**src/rtl/core/rgbhsv_pkg.sv**
```systemverilog
// Package for the RGB to HSV converter: widths, divider stage count and shared types.
// Has no dependencies. All files in rtl/core import it.
package rgbhsv_pkg;
   localparam int COMPONENT_BITS = 16;
   localparam int CW = COMPONENT_BITS;
   localparam int NW = CW + 3;        // numerator n < 6d
   localparam int DW = CW + 3;        // divisor 6d
   localparam int PW = NW + CW;       // product n*M
   localparam int NUM_CELLS = PW;     // one quotient bit per cell
   localparam logic [15:0] FULL_SCALE_RESET = 16'd255;

   // Operands and side data carried down the divider chain.
   typedef struct packed {
      logic          vld;
      logic          gray;
      logic [CW-1:0] m;
      logic [CW-1:0] vmax;
      logic [PW-1:0] hrem;   // hue dividend bits not yet consumed
      logic [DW:0]   hpart;  // hue partial remainder
      logic [PW-1:0] hquo;
      logic [DW-1:0] hdiv;
      logic [PW-1:0] srem;
      logic [DW:0]   spart;
      logic [PW-1:0] squo;
      logic [DW-1:0] sdiv;
   } div_word_type;
endpackage

```
**src/rtl/core/rgbhsv_front.sv**
```systemverilog
// Front end: clamps the components, finds max/min/chroma, forms n and the products.
// Depends on rgbhsv_pkg.
module rgbhsv_front (
   input  logic                         clock,
   input  logic                         reset,
   input  logic                         en,
   input  logic                         in_vld,
   input  logic [rgbhsv_pkg::CW-1:0]    m,
   input  logic [rgbhsv_pkg::CW-1:0]    red,
   input  logic [rgbhsv_pkg::CW-1:0]    green,
   input  logic [rgbhsv_pkg::CW-1:0]    blue,
   output rgbhsv_pkg::div_word_type     word_out
);
   import rgbhsv_pkg::*;

   logic [CW-1:0] r, g, b, vmax, vmin, d;
   logic [NW-1:0] n;
   logic          vld_ff, gray_ff;
   logic [CW-1:0] m_ff, vmax_ff, d_ff;
   logic [NW-1:0] n_ff;
   logic [PW-1:0] hprod_ff, sprod_ff;

   always_comb begin
      r = (red > m) ? m : red;
      g = (green > m) ? m : green;
      b = (blue > m) ? m : blue;
      vmax = r;
      if (g > vmax) vmax = g;
      if (b > vmax) vmax = b;
      vmin = r;
      if (g < vmin) vmin = g;
      if (b < vmin) vmin = b;
      d = vmax - vmin;
      if (r == vmax) begin
         if (g >= b) n = NW'(g) - NW'(b);
         else n = NW'(g) + 3'd6 * NW'(d) - NW'(b);
      end else if (g == vmax) begin
         n = 2'd2 * NW'(d) + NW'(b) - NW'(r);
      end else begin
         n = 3'd4 * NW'(d) + NW'(r) - NW'(g);
      end
   end

   // stage 1: register operands; stage 2: multiply
   logic          vld2_ff, gray2_ff;
   logic [CW-1:0] m2_ff, vmax2_ff;
   logic [DW-1:0] hdiv_ff;

   always_ff @(posedge clock) begin
      if (reset) begin
         vld_ff <= 1'b0;
         vld2_ff <= 1'b0;
      end else if (en) begin
         vld_ff <= in_vld;
         vld2_ff <= vld_ff;
      end
      if (en) begin
         gray_ff <= (d == '0);
         m_ff <= m;
         vmax_ff <= vmax;
         d_ff <= d;
         n_ff <= n;
         gray2_ff <= gray_ff;
         m2_ff <= m_ff;
         vmax2_ff <= vmax_ff;
         hprod_ff <= PW'(n_ff) * PW'(m_ff);
         sprod_ff <= PW'(d_ff) * PW'(m_ff);
         hdiv_ff <= 3'd6 * DW'(d_ff);
      end
   end

   always_comb begin
      word_out = '0;
      word_out.vld = vld2_ff;
      word_out.gray = gray2_ff;
      word_out.m = m2_ff;
      word_out.vmax = vmax2_ff;
      word_out.hrem = hprod_ff;
      word_out.hdiv = hdiv_ff;
      word_out.srem = sprod_ff;
      word_out.sdiv = DW'(vmax2_ff);
   end
endmodule

```
**config.mk**
```make
export PLATFORM = sky130hd
export DESIGN_NAME = rgbhsv_front
export DESIGN_NICKNAME = d
export VERILOG_FILES = /design/src/rtl/core/rgbhsv_pkg.sv /design/src/rtl/core/rgbhsv_front.sv
export SDC_FILE = /design/constraint.sdc
export NUM_CORES = 2
export LEC_CHECK = 0
export BUFFER_PORTS_ARGS = -buffer_cell sky130_fd_sc_hd__buf_4
export CAP_MARGIN = 5
export CORE_UTILIZATION = 53
export DETAILED_ROUTE_END_ITERATION = 16
export HOLD_SLACK_MARGIN = 0.12
export PLACE_DENSITY = 0.87
export SETUP_SLACK_MARGIN = 0.2
export SKIP_CTS_REPAIR_TIMING = 1
export SYNTH_ARGS = -nofsm -noshare
export SYNTH_HDL_FRONTEND = slang
export SYNTH_SLANG_ARGS = --single-unit
export TNS_END_PERCENT = 20
```
**constraint.sdc**
```tcl
create_clock -name clock -period 16.88 [get_ports clock]
set_input_delay 3.376 -clock clock [delete_from_list [all_inputs] [get_ports clock]]
set_output_delay 3.376 -clock clock [all_outputs]
set_load 0.02 [all_outputs]
```
==> metrics.md <==
| Metric | Value |
|---|---|
| ANT nets after route | 0 |
| Final WL | roughly 95 mm |
| Initial antenna violation count | 0 |
| Final Max Slew Viols | 0 |
| Largest net degree at the start of global routing | 66 |
| Hold Crit Start | vmax_ff[9] |
| Hold Path End | vmax2_ff[9] |
| R2r setup slk | 8.64 ns |
| Max clock buf depth | 2 |
| Synth Area in Adders | between 40% and 50% |
| Setup tns final | 0 ns |
| Inserted Clock Buffers | 17 |
| Nets | between 5000 and 6000 |
| Non-Filler Instances | 4902 |
| Hold Crit Class | register to register |
| Largest family of logic cells by synthesized area | adder cells |
| Filler Cells Inserted | 5373 |
| Max stage delay cell, worst path | fa_1 |
| Final Setup Violations | 0 |
| Worst path max stage delay | roughly 0.54 ns |
| Yosys cell types | 86 |
| First-pass GRT wire length | 151.9 mm |
| Final worst path period need | between 15 and 20 ns |
| Starting Density | between 50 and 60% |
| CTS tree | built |
| Hold Slack | between 0.4 and 0.5 ns |
| Synthesized area per cell | roughly 9.3 sq um |
| Share of cells above drive strength 1 | between 10% and 20% |
| Total track usage | roughly 29% |
| Async set-reset flop share out of synthesis | 0% |
| Crit share post-route | 95.13% |
| Via density | 5.574 |
| Area leader, netlist | fa_1 |
| Drt initial violations | roughly 2200 |
| Mux cell area share after synthesis | under 10% |
| Worst r2r src | d_ff[6] |
| Cells after synthesis | around 3800 |
| RSZ-0062 raised after global routing | false |
| Critical Path Most Common Cell | o21a_1 |
| HPWL Detailed | approximately 76 mm |
| Setup crit start kind | primary input |
| XOR/XNOR share of the synthesized area | 4.605% |
| Htree depth | 4 |
| Crit. End Element | register |
| Compound-gate portion of the synthesized area | under 10% |
| # IOs | between 300 and 400 |
| R2r worst-path depth | 31 |
| Hold path cells | 0 |
| Area after DPL | 37880 sq um |
| N_diodes | 0 |
| Critical path arrival | between 15 and 20 ns |
| Post-synth EDFFs | 186 |
| Relative slew margins | between 30% and 40% |
| Sequential element share of the synthesized area | between 10% and 20% |
| Clk sinks | 188 |
| Clock latency on the worst-skew pair | around 0.54 ns |
| Core Rows | between 90 and 100 |
| #FFs+latches synth | around 190 |
| RR Endpoint | sprod_ff[31] |
| Worst-path clk slew | around 0.080 ns |
| Synthesized area | about 35000 sq um |
| Post-synthesis simple-gate area fraction | approximately an eighth |
| Placed Instances | about 4900 |
| Fmax | slightly above 0.06 GHz |
| Port Buf Inserts | approximately 200 |
| Critical Path RT | between 15 and 20 ns |
| RePlAce Congestion | between 0.9 and 1 |
| Full die area | 66850 sq um |
| Avg WL per Cell | approximately 19 microns |
| Crit Path Category | primary input to register |
| Final Instance Area | 38550 sq um |
| Final hold vios | 0 |
| YS warnings | 0 |
| Root buffer cell | clkbuf_16 |
| Core footprint | 64700 sq um |
| Slew @ Worst Pin | about 1.0 ns |
| Clock skew | around 0.026 ns |
| Drt drc | 0 |
| Synth area leaders | fa_1 (27%), edfxtp_1 (16%), ha_1 (15%), inv_1 (7.4%), nand2_1 (5.1%) |
| Share of the synthesized area in the top cell type | roughly 27% |
| Syn-to-layout area delta | 10.52% |
| Vias in the first global route | 28857 |
| Gr ovfl total | 0 |
| Status | complete, no violations |
| Vert. Die Dim | ~260 microns |
| Die X-Extent | about 260 microns |
| Max-cap violations | 0 |
| Pre-antenna DRT Iters | 8 |
| Via count | 27324 |
| Worst Path Max Fanout | 11 |
| Main synth FF type | edfxtp_1 |
registers in the layout (all words and copies together) (netlist names):
signal and cells:
vld2_ff 1, hdiv_ff 18, sprod_ff 32, m2_ff 16
m_ff 16, vmax2_ff 16, n_ff 19, hprod_ff 35
d_ff 16, vmax_ff 16, gray2_ff 1, gray_ff 1
vld_ff 1
cell families after synthesis:
family	Yosys count
buffers and inverters	937
other	1
flip-flops	188
XOR/XNOR	181
adder cells (fa/ha/maj)	913
AO/OA/AOI/OAI	531
AND/OR/NAND/NOR	935
multiplexers	71
synth_stat cells (all sizes together) (7+ instances only):
master    n
o21a     28
fa      478
edfxtp  186
xor2     41
a21o     57
mux2i    52
o21ai   119
inv     688
and3     11
o21bai   59
a31oi    12
nand3    22
xnor2   139
a211oi   27
nor2b    21
ha      432
nand2   470
or2       9
mux2     19
nor3     37
nand4    28
nor2     99
or3       9
o31ai     8
buf     138
and2    198
nand2b   18
clkbuf  110
a21oi   157
a211o     7
o211ai   12
placed cells by master, fill, tap and decap left out, types with 117 or more instances in the layout:
cell	Yosys	final
ha_1	432	432
xnor2_1	138	138
conb_1	1	117
edfxtp_1	186	186
nand2_1	470	470
buf_4	135	388
and2_1	198	198
inv_1	685	685
fa_1	478	478
a21oi_1	154	154
worst max-delay path by stage:
stage	startpoint	end	slack (ns)	cells after the start
after detailed placement	m[14]	n_ff[18]	0.32	66
after CTS	m[14]	n_ff[18]	0.82	66
final	m[14]	n_ff[18]	0.82	66
after global routing	m[15]	n_ff[18]	0.22	64
after global placement	m[15]	n_ff[18]	0.59	64
after floorplan	m[14]	n_ff[17]	0.74	63
worst max-delay path: cells and delay by family:
| family | cells | cell delay [ns] |
|---|---|---|
| AOI/OAI and AO/OA | 28 | 5.35 |
| xor gates and xnor gates | 3 | 0.58 |
| adders and majority gates | 8 | 2.67 |
| buffers and inverters | 10 | 1.22 |
| muxes | 2 | 0.76 |
| and+or+nand+nor | 15 | 2.42 |
layer usage:
metal	track usage, %	wire, microns	vias up
li1	-	-	12351
met1	36.73	37430	13390
met2	49.25	45150	1273
met3	5.311	8002	310
met4	13.86	4587	0
met5	0	0	-
stage by stage:
| step | setup WS (ns) | utilization (%) |
|---|---|---|
| CTS | 0.8246 | 59.53 |
| detailed placement | 0.3156 | 58.55 |
| floorplan | 0.7378 | - |
| finish | 0.8228 | 59.59 |
| global placement | 0.5885 | 58.55 |
| global route | 0.2194 | 59.59 |
layout make-up:
| class | instances | area [sq um] | share of cell area [%] |
|---|---|---|---|
| sequential | 188 | 5625 | 14.59 |
| inverter | 689 | 2586 | 6.708 |
| timing repair buffer | 390 | 2947 | 7.643 |
| clock buffer | 17 | 425.4 | 1.103 |
| tap | 855 | 1070 | 2.775 |
| clock inverter | 15 | 212.7 | 0.5517 |
| multi-input combinational | 2748 | 25690 | 66.63 |
Power is left out: the tool's default activity adds up to more than one toggle a clock period on the data nets, which glitch-free logic cannot reach.
