### config.mk
export PLATFORM = sky130hd
export DESIGN_NAME = rgbhsv_cell
export DESIGN_NICKNAME = d
export VERILOG_FILES = /design/src/rtl/core/rgbhsv_pkg.sv /design/src/rtl/core/rgbhsv_cell.sv
export SDC_FILE = /design/constraint.sdc
export NUM_CORES = 1
export LEC_CHECK = 0
export ABC_CLOCK_PERIOD_IN_PS = 2800
export BUFFER_PORTS_ARGS = -buffer_cell sky130_fd_sc_hd__buf_4
export CAP_MARGIN = 40
export CORE_AREA = 2 2 196 198
export DETAILED_ROUTE_END_ITERATION = 10
export DIE_AREA = 0 0 198 200
export HOLD_SLACK_MARGIN = 0.15
export PLACE_DENSITY = 0.67
export SLEW_MARGIN = 10
export SYNTH_ARGS = -nofsm -noshare
export SYNTH_HDL_FRONTEND = slang
export SYNTH_SLANG_ARGS = --single-unit
### constraint.sdc
create_clock -name clock -period 2.8 [get_ports clock]
set_clock_uncertainty 0.15 [all_clocks]
set_input_delay 0.28 -clock clock [delete_from_list [all_inputs] [get_ports clock]]
set_output_delay 0.28 -clock clock [all_outputs]
set_load 0.02 [all_outputs]
### src/rtl/core/rgbhsv_pkg.sv
// Package for the RGB to HSV converter: widths, divider stage count and shared types.
// Has no dependencies. All files in rtl/core import it.
package rgbhsv_pkg;
   localparam int COMPONENT_BITS = 16;
   localparam int CW = COMPONENT_BITS;
   localparam int NW = CW + 3;        // numerator n < 6d
   localparam int DW = CW + 3;        // divisor 6d
   localparam int PW = NW + CW;       // product n*M
   localparam int NUM_CELLS = PW;     // one quotient bit per cell
   localparam logic [15:0] FULL_SCALE_RESET = 16'd255;

   // Operands and side data carried down the divider chain.
   typedef struct packed {
      logic          vld;
      logic          gray;
      logic [CW-1:0] m;
      logic [CW-1:0] vmax;
      logic [PW-1:0] hrem;   // hue dividend bits not yet consumed
      logic [DW:0]   hpart;  // hue partial remainder
      logic [PW-1:0] hquo;
      logic [DW-1:0] hdiv;
      logic [PW-1:0] srem;
      logic [DW:0]   spart;
      logic [PW-1:0] squo;
      logic [DW-1:0] sdiv;
   } div_word_type;
endpackage

### src/rtl/core/rgbhsv_cell.sv
// One restoring-division cell: one quotient bit each for hue and saturation.
// Depends on rgbhsv_pkg.
module rgbhsv_cell (
   input  logic                     clock,
   input  logic                     reset,
   input  logic                     en,
   input  rgbhsv_pkg::div_word_type word_in,
   output rgbhsv_pkg::div_word_type word_out
);
   import rgbhsv_pkg::*;

   div_word_type word_in_w, word_ff;
   logic [DW:0]  ht, st;

   always_comb begin
      word_in_w = word_in;
      ht = {word_in.hpart[DW-1:0], word_in.hrem[PW-1]};
      st = {word_in.spart[DW-1:0], word_in.srem[PW-1]};
      word_in_w.hrem = {word_in.hrem[PW-2:0], 1'b0};
      word_in_w.srem = {word_in.srem[PW-2:0], 1'b0};
      if (ht >= {1'b0, word_in.hdiv}) begin
         word_in_w.hpart = ht - {1'b0, word_in.hdiv};
         word_in_w.hquo = {word_in.hquo[PW-2:0], 1'b1};
      end else begin
         word_in_w.hpart = ht;
         word_in_w.hquo = {word_in.hquo[PW-2:0], 1'b0};
      end
      if (st >= {1'b0, word_in.sdiv}) begin
         word_in_w.spart = st - {1'b0, word_in.sdiv};
         word_in_w.squo = {word_in.squo[PW-2:0], 1'b1};
      end else begin
         word_in_w.spart = st;
         word_in_w.squo = {word_in.squo[PW-2:0], 1'b0};
      end
   end

   always_ff @(posedge clock) begin
      if (reset) word_ff.vld <= 1'b0;
      else if (en) word_ff.vld <= word_in_w.vld;
      if (en) begin
         word_ff.gray <= word_in_w.gray;
         word_ff.m <= word_in_w.m;
         word_ff.vmax <= word_in_w.vmax;
         word_ff.hrem <= word_in_w.hrem;
         word_ff.hpart <= word_in_w.hpart;
         word_ff.hquo <= word_in_w.hquo;
         word_ff.hdiv <= word_in_w.hdiv;
         word_ff.srem <= word_in_w.srem;
         word_ff.spart <= word_in_w.spart;
         word_ff.squo <= word_in_w.squo;
         word_ff.sdiv <= word_in_w.sdiv;
      end
   end

   assign word_out = word_ff;
endmodule

==> impl_metrics.tcl, run 1 <==
set metrics [dict create \
    status "finished clean" \
    worstSetupEndpointType "register" \
    rows 71 \
    required_ps 2940 \
    drtIter0Drc 447 \
    cts_buffer_depth 3 \
    cp.arrival_ps 2870 \
    fin_crit_sh 0.974 \
    grt_pass1_vias 9519 \
    ys_ff_latch 250 \
    gr-total-overflow 0 \
    synthArstFlopShare 0 \
    p_leak_uw 0.00791 \
    setup_violations 0 \
    cts_tree "done" \
    grt_max_degree 70 \
    finalNetCount 1777 \
    cts_max_level 1 \
    numPortBuffers 500 \
    placed_area_um2 15000 \
    synthFlopType "edfxtp_1" \
    avgSynthCellArea_um2 15.4 \
    fmax_mhz 367 \
    syn-instance-count 672 \
    final.min_clock_period_ps 2730 \
    antenna_found_initial 1 \
    dr_total_vias 9111 \
    hold_violations 0 \
    yosysSeqAreaShare 0.723 \
    path_max_fanout 3 \
    clkTransAtPathRegs_ps 60 \
    fin_area_um2 18500 \
    clock_latency_ps 540 \
    grt_first_pass_wirelength_um 54000 \
    ff2ff_setup_slack_ps 1480 \
    drive_above_1_share 0.414 \
    ys_warn_count 0 \
    powerDensity_nw_per_um2 591 \
    dieArea_um2 39600 \
    slew_violations 0 \
    grt_usage 0.179 \
    fp.coreArea_um2 37400 \
    cts_root_buf "clkbuf_16" \
    ir_worst_vdd_uv 543 \
    place_hpwl_um 26300 \
    largest_reg_flops 250 \
    fin_total_pwr_uw 11000 \
    holdCritPathClass "input port to register" \
    slew_headroom 0.588 \
    wirelength_um 38000 \
    synthToLayoutAreaGrowth_pct 78.6 \
    synth.cell_area_um2 10400 \
    ys_types 68 \
    cap_violations 0 \
    cts_buffers 28 \
    tightest_slew_ps 611 \
    dr.pass1.iters 5 \
    drc 0 \
    fp.dieW_um 198 \
    vias_per_cell 4.52 \
    fp.dieH_um 200 \
    worst-setup-path-type "input port to register" \
    post_drt_wl_per_cell_um 18.9 \
    start_util 0.277 \
    synth_edf_count 249 \
    startpoint_type "input port" \
    ant_nets 0 \
    clock_sinks 250 \
    io_pins 507 \
    gp_routability_congestion 0.871 \
    n_fill_cell 3105 \
]
-- cell usage after synthesis, types with 6 or more instances --
library cell	count	area [um2]
edfxtp_1	249	7480
inv_1	49	184
a21oi_1	41	205
ha_1	38	475
nand2_1	33	124
nor2_1	26	97.6
nand3_1	20	100
o21ai_0	19	95.1
mux2_2	17	191
nor3_1	15	75.1
xnor2_1	13	114
o31ai_1	10	75.1
a21o_1	9	67.6
xor2_1	9	78.8
a211oi_1	7	52.6
o21a_1	7	52.6
and3_1	6	37.5
nand2b_1	6	37.5
nor2b_1	6	37.5
o21bai_1	6	45.0
-- metal layers --
layer / share of wire / global-route usage / vias to the layer above
met5: 0 / 0 / -
met4: 0.046 / 0.0757 / 0
met3: 0.082 / 0.0509 / 81
met2: 0.50 / 0.321 / 467
met1: 0.37 / 0.199 / 4362
li1: - / - / 4201
-- metrics by stage --
step           utilization  setup WS (ps)  hold slack (ps)  setup TNS, ps  std cells
3_5_place_dp         0.401          -5.13              295          -12.0       1710
3_3_place_gp         0.401           32.2              290              0       1710
6_report             0.495           72.0              305              0       2016
2_1_floorplan            -           97.7              202              0        673
4_1_cts              0.494           49.8              256              0       2012
5_1_grt              0.495         -0.274              275         -0.274       2016
-- area by class of cell --
class	count	area (um2)	area share
Tap cell	511	639	0.0345
Timing Repair Buffer	787	6570	0.354
Antenna cell	1	2.50	0.000135
Clock buffer	33	741	0.0400
Inverter	50	190	0.0103
Multi-Input combinational cell	365	2680	0.144
Clock inverter	19	216	0.0117
Sequential cell	250	7500	0.405
-- logic make-up after synthesis --
family	synth area share
muxes	0.0277
DFF	0.723
AOI/OAI and AO/OA	0.0915
buffers and inverters	0.0251
other	0.000361
xor gates and xnor gates	0.0186
and+or+nand+nor	0.0644
adders and majority gates	0.0497
-- critical path, stage by stage --
cell,delay [ps]
dlygate4sd3_1,550
buf_4,140
inv_1,40
ha_1,290
nor2b_1,140
o2111a_1,250
a2111o_1,400
a2111oi_1,360
nor2_1,100
mux2_1,330
-- placed cells by master, fill, tap and decap left out, types with 4 or more instances in the layout --
| master | count |
|---|---|
| o21a_1 | 7 |
| mux2i_1 | 4 |
| nand2_1 | 33 |
| ha_1 | 38 |
| nor2_1 | 26 |
| xor2_1 | 9 |
| and2_1 | 5 |
| nand4_1 | 4 |
| mux2_2 | 17 |
| a21o_1 | 9 |
| clkbuf_16 | 29 |
| nand3_1 | 20 |
| clkbuf_1 | 4 |
| bufinv_16 | 5 |
| o31ai_1 | 10 |
| nor2b_1 | 6 |
| o21ai_0 | 19 |
| xnor2_1 | 13 |
| and3_1 | 6 |
| nand2b_1 | 5 |
| a211oi_1 | 6 |
| a21oi_1 | 37 |
| or2_2 | 4 |
| buf_4 | 534 |
| o21bai_1 | 6 |
| nor3_1 | 15 |
| inv_1 | 49 |
| a21boi_0 | 5 |
| edfxtp_1 | 249 |
| dlygate4sd3_1 | 250 |
| a21oi_2 | 6 |
| clkinv_1 | 9 |
-- where the power goes --
group	total [uW]	internal, uW	switching, uW
sequential	4640	4520	121
combinational	2480	1210	1270
clock	3840	2340	1500
total	11000	8070	2890
-- worst paths after layout --
| kind | end | from | cells past startpoint |
|---|---|---|---|
| worst max-delay path | word_out[73] | word_in[1] | 10 |
| worst min-delay path | word_out[193] | word_in[192] | 2 |
| worst max register to register | word_out[251] | word_out[251] | 3 |
| worst min register to register | word_out[251] | word_out[251] | 3 |
-- timing repair --
action | CTS | global route
buffers inserted | 0 | 1
endpoints found under the setup margin | 0 | 30
endpoints found under the hold margin | 301 | 0
gates resized for setup | 0 | 11
hold buffers | 250 | 0
No activity file was read; power rests on OpenSTA's default activity.
==> run 2: changes to the inputs <==
--- a/config.mk
+++ b/config.mk
@@ -5,7 +5,7 @@
 export SDC_FILE = /design/constraint.sdc
 export NUM_CORES = 1
 export LEC_CHECK = 0
-export ABC_CLOCK_PERIOD_IN_PS = 2800
+export ABC_CLOCK_PERIOD_IN_PS = 2300
 export BUFFER_PORTS_ARGS = -buffer_cell sky130_fd_sc_hd__buf_4
 export CAP_MARGIN = 40
 export CORE_AREA = 2 2 196 198
==> constraint.sdc (replaced) <==
create_clock -name clock -period 2.3 [get_ports clock]
set_clock_uncertainty 0.15 [all_clocks]
set_input_delay 0.23 -clock clock [delete_from_list [all_inputs] [get_ports clock]]
set_output_delay 0.23 -clock clock [all_outputs]
set_load 0.02 [all_outputs]
==> impl_metrics.tcl, run 2 (synthesis results as in run 1) <==
set metrics [dict create \
    status "finished, violations left" \
    violations "hold timing" \
    start_util 0.277 \
    cts_max_level 1 \
    grt_first_pass_wirelength_um 58400 \
    numPortBuffers 500 \
    post_drt_wl_per_cell_um 19.3 \
    cts_tree "done" \
    setup_tns_ps 0 \
    powerDensity_nw_per_um2 702 \
    crit_path_top_delay_cell "dlygate4sd3_1" \
    cpMostUsedCell "buf_4" \
    worstSetupEndpointType "register" \
    tightest_slew_ps 549 \
    p_leak_uw 0.00850 \
    slew_headroom 0.634 \
    ant_nets 0 \
    largest_reg_flops 250 \
    fin_total_pwr_uw 13700 \
    fp.coreArea_um2 37400 \
    synthToLayoutAreaGrowth_pct 88.5 \
    required_ps 2520 \
    path_max_fanout 12 \
    cp.arrival_ps 2490 \
    fp.dieH_um 200 \
    r2r_cells 3 \
    dr.pass1.iters 7 \
    place_hpwl_um 29400 \
    fmax_mhz 441 \
    mostFrequentLayoutCells "buf_4, edfxtp_1, dlygate4sd3_1" \
    setup_violations 0 \
    grt_pass1_vias 9821 \
    cts_buffers 29 \
    rows 71 \
    cts_buffer_depth 3 \
    gp_routability_congestion 0.919 \
    cap_violations 0 \
    gr-total-overflow 0 \
    rsz0062_at_grt "no" \
    holdCritPathClass "input port to register" \
    max_stage_delay_ps 530 \
    multiInputGateArea_um2 2810 \
    drc 0 \
    vias_per_cell 4.49 \
    drtIter0Drc 406 \
    grt_usage 0.197 \
    final_util 0.523 \
    wirelength_um 41000 \
    slew_violations 0 \
    dieArea_um2 39600 \
    hold_path_depth 1 \
    hold_violations 4 \
    regArea_um2 7500 \
    clock_latency_ps 560 \
    final.min_clock_period_ps 2270 \
    antenna_found_initial 6 \
    cp_cell_sequence "dlygate4sd3_1, buf_4, inv_1, ha_1, nand4_1, o21ai_2, a21oi_4, and2_4, buf_4, o41ai_2" \
    io_pins 507 \
    whs_ps -274 \
    dr_total_vias 9545 \
    worst-setup-path-type "input port to register" \
    startpoint_type "input port" \
    grt_max_degree 55 \
    finalNetCount 1883 \
    fin_crit_sh 0.986 \
    clock_sinks 250 \
    drive_above_1_share 0.464 \
    n_fill_cell 3110 \
    clkTransAtPathRegs_ps 60 \
    fp.dieW_um 198 \
    ir_worst_vdd_uv 514 \
    cts_root_buf "clkbuf_16" \
    final_common_cell "buf_4" \
]
[run 2: repair_timing]
| item | CTS | global route |
|---|---|---|
| buffers inserted | 0 | 8 |
| hold buffers | 243 | 5 |
| hold endpoints to repair | 292 | 8 |
| setup endpoints to repair | 0 | 12 |
| gates resized for setup | 0 | 4 |
[run 2: final cells by class]
class	instances	area share
diodes	3	0.000384
multi-input cells	363	0.144
inverters	50	0.0110
repair buffers	894	0.379
clock inverters	20	0.0116
flip-flops and latches	250	0.383
well taps	511	0.0327
clock buffers	34	0.0381
[run 2: routing by layer]
metal,up-vias,global-route usage,wire [um]
met3,79,0.0536,3450
met4,6,0.0671,1280
met1,4614,0.236,16100
met2,439,0.342,20100
met5,-,0,35
li1,4407,-,-
[run 2: critical path: cells and delay by family]
| kind | cells | cell delay [ps] |
|---|---|---|
| adder cells (fa/ha/maj) | 1 | 340 |
| AO/OA/AOI/OAI | 3 | 610 |
| buffers and inverters | 4 | 840 |
| AND/OR/NAND/NOR | 2 | 460 |
[run 2: final timing paths]
| path | start | endpoint | slack [ps] |
|---|---|---|---|
| hold / removal | word_in[0] | word_out[0] | -270 |
| setup reg to reg | word_out[251] | word_out[251] | 950 |
| setup / recovery | word_in[18] | word_out[71] | 30 |
| hold reg to reg | word_out[251] | word_out[251] | 960 |
[run 2: report_power, final]
| part | internal [uW] | total, uW | switching, uW |
|---|---|---|---|
| clock | 2780 | 4730 | 1950 |
| sequential | 5510 | 5660 | 149 |
| combinational | 1710 | 3340 | 1630 |
[run 2: metrics by stage]
stage / instances / setup slack, ps / instance area [um2]
finish: 2125 / 31.3 / 19600
global route: 2125 / 9.69 / 19600
CTS: 2109 / 11.1 / 19400
detailed placement: 1812 / -373 / 16000
global placement: 1812 / -312 / 16000
floorplan: 673 / -195 / 10600
==> run 3: changes to the inputs <==
--- a/config.mk
+++ b/config.mk
@@ -12,7 +12,7 @@
 export DETAILED_ROUTE_END_ITERATION = 10
 export DIE_AREA = 0 0 198 200
 export HOLD_SLACK_MARGIN = 0.15
-export PLACE_DENSITY = 0.67
+export PLACE_DENSITY_LB_ADDON = 0.1
 export SLEW_MARGIN = 10
 export SYNTH_ARGS = -nofsm -noshare
 export SYNTH_HDL_FRONTEND = slang
==> impl_metrics.tcl, run 3 (synthesis results as in run 1) <==
set metrics [dict create \
    crit_path_top_delay_cell "dlygate4sd3_1" \
    startpoint_type "input port" \
    antenna_found_initial 0 \
    fp.coreArea_um2 37400 \
    vias_per_cell 4.27 \
    r2r_cells 3 \
    drc 0 \
    clock_sinks 250 \
    grt_usage 0.171 \
    whs_ps -276 \
    multiInputGateArea_um2 2830 \
    wirelength_um 35900 \
    place_hpwl_um 27200 \
    cts_buffer_depth 3 \
    final.min_clock_period_ps 2260 \
    status "finished, violations left" \
    post_drt_wl_per_cell_um 17.0 \
    clkTransAtPathRegs_ps 60 \
    r2r_end "word_out[251]" \
    drive_above_1_share 0.460 \
    cts_tree "done" \
    slew_violations 0 \
    violations "hold timing" \
    finalNetCount 1873 \
    cpMostUsedCell "a21oi_1" \
    fp.dieW_um 198 \
    rows 71 \
    placed_area_um2 16000 \
    start_util 0.277 \
    grt_max_degree 56 \
    cts_root_buf "clkbuf_16" \
    setup_violations 0 \
    final_common_cell "buf_4" \
    fmax_mhz 443 \
    worstSetupEndpointType "register" \
    clock_latency_ps 560 \
    dr_total_vias 9015 \
    drtIter0Drc 326 \
    n_fill_cell 3313 \
    post-cts-setup-buffers 0 \
    setup_tns_ps 0 \
    tightest_slew_ps 512 \
    cp_cell_sequence "dlygate4sd3_1, buf_4, ha_1, a21oi_1, o21ai_0, a21oi_1, nor2_1, a211oi_2, mux2_2" \
    gp_routability_congestion 0.845 \
    crit_start "word_in[175]" \
    regArea_um2 7500 \
    cp-endpoint "word_out[182]" \
    largest_reg_flops 250 \
    final_util 0.520 \
    num_antenna_cells 0 \
    worst-setup-path-type "input port to register" \
    slew_headroom 0.655 \
    dr.pass1.iters 4 \
    fin_total_pwr_uw 13500 \
    ff2ff_setup_slack_ps 970 \
    rsz0062_at_grt "no" \
    p_leak_uw 0.00844 \
    path_max_fanout 3 \
    mostFrequentLayoutCells "buf_4, edfxtp_1, dlygate4sd3_1" \
    io_pins 507 \
    required_ps 2460 \
    max_stage_delay_ps 550 \
    synthToLayoutAreaGrowth_pct 87.4 \
    ant_nets 0 \
    cp.arrival_ps 2410 \
    holdCritPathClass "input port to register" \
    fin_crit_sh 0.981 \
    cts_max_level 1 \
    numPortBuffers 500 \
    cts_buffers 30 \
    gr-total-overflow 0 \
    grt_pass1_vias 9447 \
    fp.dieH_um 200 \
    cap_violations 0 \
    r2r_start "word_out[251]" \
    powerDensity_nw_per_um2 694 \
    grt_first_pass_wirelength_um 52400 \
    fin_area_um2 19400 \
    ir_worst_vdd_uv 558 \
    hold_violations 4 \
    dieArea_um2 39600 \
]
[run 3: cell types whose count changed in the layout (fill, tap and decap cells not counted), moves of 2 or more]
cell and delta:
o21ai_1 +3, o21ai_0 -2, clkinvlp_4 -4, clkinv_2 -3, clkinv_1 +3, clkinv_4 +2, buf_4 -8, buf_12 -2
clkbuf_16 +2, diode_2 -3
[run 3: worst min path at each step]
stage | from | end | slack (ps) | depth (start not counted)
after floorplan | reset | word_out[251] | 150 | 1
after global placement | reset | word_out[251] | 240 | 2
after detailed placement | reset | word_out[251] | 240 | 2
after CTS | word_in[0] | word_out[0] | -310 | 1
after global routing | word_in[0] | word_out[0] | -300 | 1
final | word_in[0] | word_out[0] | -280 | 1
[run 3: stage by stage]
stage	std cells	worst slack, ps
after detailed placement	1810	-372
final	2110	43.6
after CTS	2104	19.0
after global placement	1810	-423
after floorplan	673	-195
after global routing	2110	4.00
[run 3: critical path: cells and delay by family]
kind            cells  cell delay (ps)
fa+ha+maj           1              220
simple gates        1               70
mux                 1              360
compound gates      4              840
buf+inv             2              690
[run 3: timing repair]
| action | in CTS | in global routing |
|---|---|---|
| resized for setup | 0 | 8 |
| hold buffers | 241 | 6 |
| endpoints found under the hold margin | 291 | 9 |
| endpoints found under the setup margin | 0 | 18 |
[run 3: where the power goes]
| part | internal [uW] | switching (uW) | leakage (uW) |
|---|---|---|---|
| sequential | 5510 | 132 | 0.00245 |
| combinational | 1690 | 1560 | 0.00552 |
| clock | 2780 | 1840 | 0.000469 |
| total | 9970 | 3530 | 0.00844 |
[run 3: final cells by class]
| type | instances | share of cell area |
|---|---|---|
| flip-flops and latches | 250 | 0.386 |
| repair buffers | 883 | 0.376 |
| multi-input cells | 363 | 0.145 |
| clock buffers | 37 | 0.0411 |
| well taps | 511 | 0.0329 |
| inverters | 50 | 0.0111 |
| clock inverters | 16 | 0.00817 |
[run 3: metal layers]
metal / global-route usage / wire length (um) / share of wire / vias to the layer above
li1: - / - / - / 4399
met1: 0.219 / 15200 / 0.42 / 4289
met2: 0.296 / 17800 / 0.49 / 275
met3: 0.0339 / 2160 / 0.060 / 52
met4: 0.0490 / 812 / 0.023 / 0
met5: 0 / 0 / 0 / -
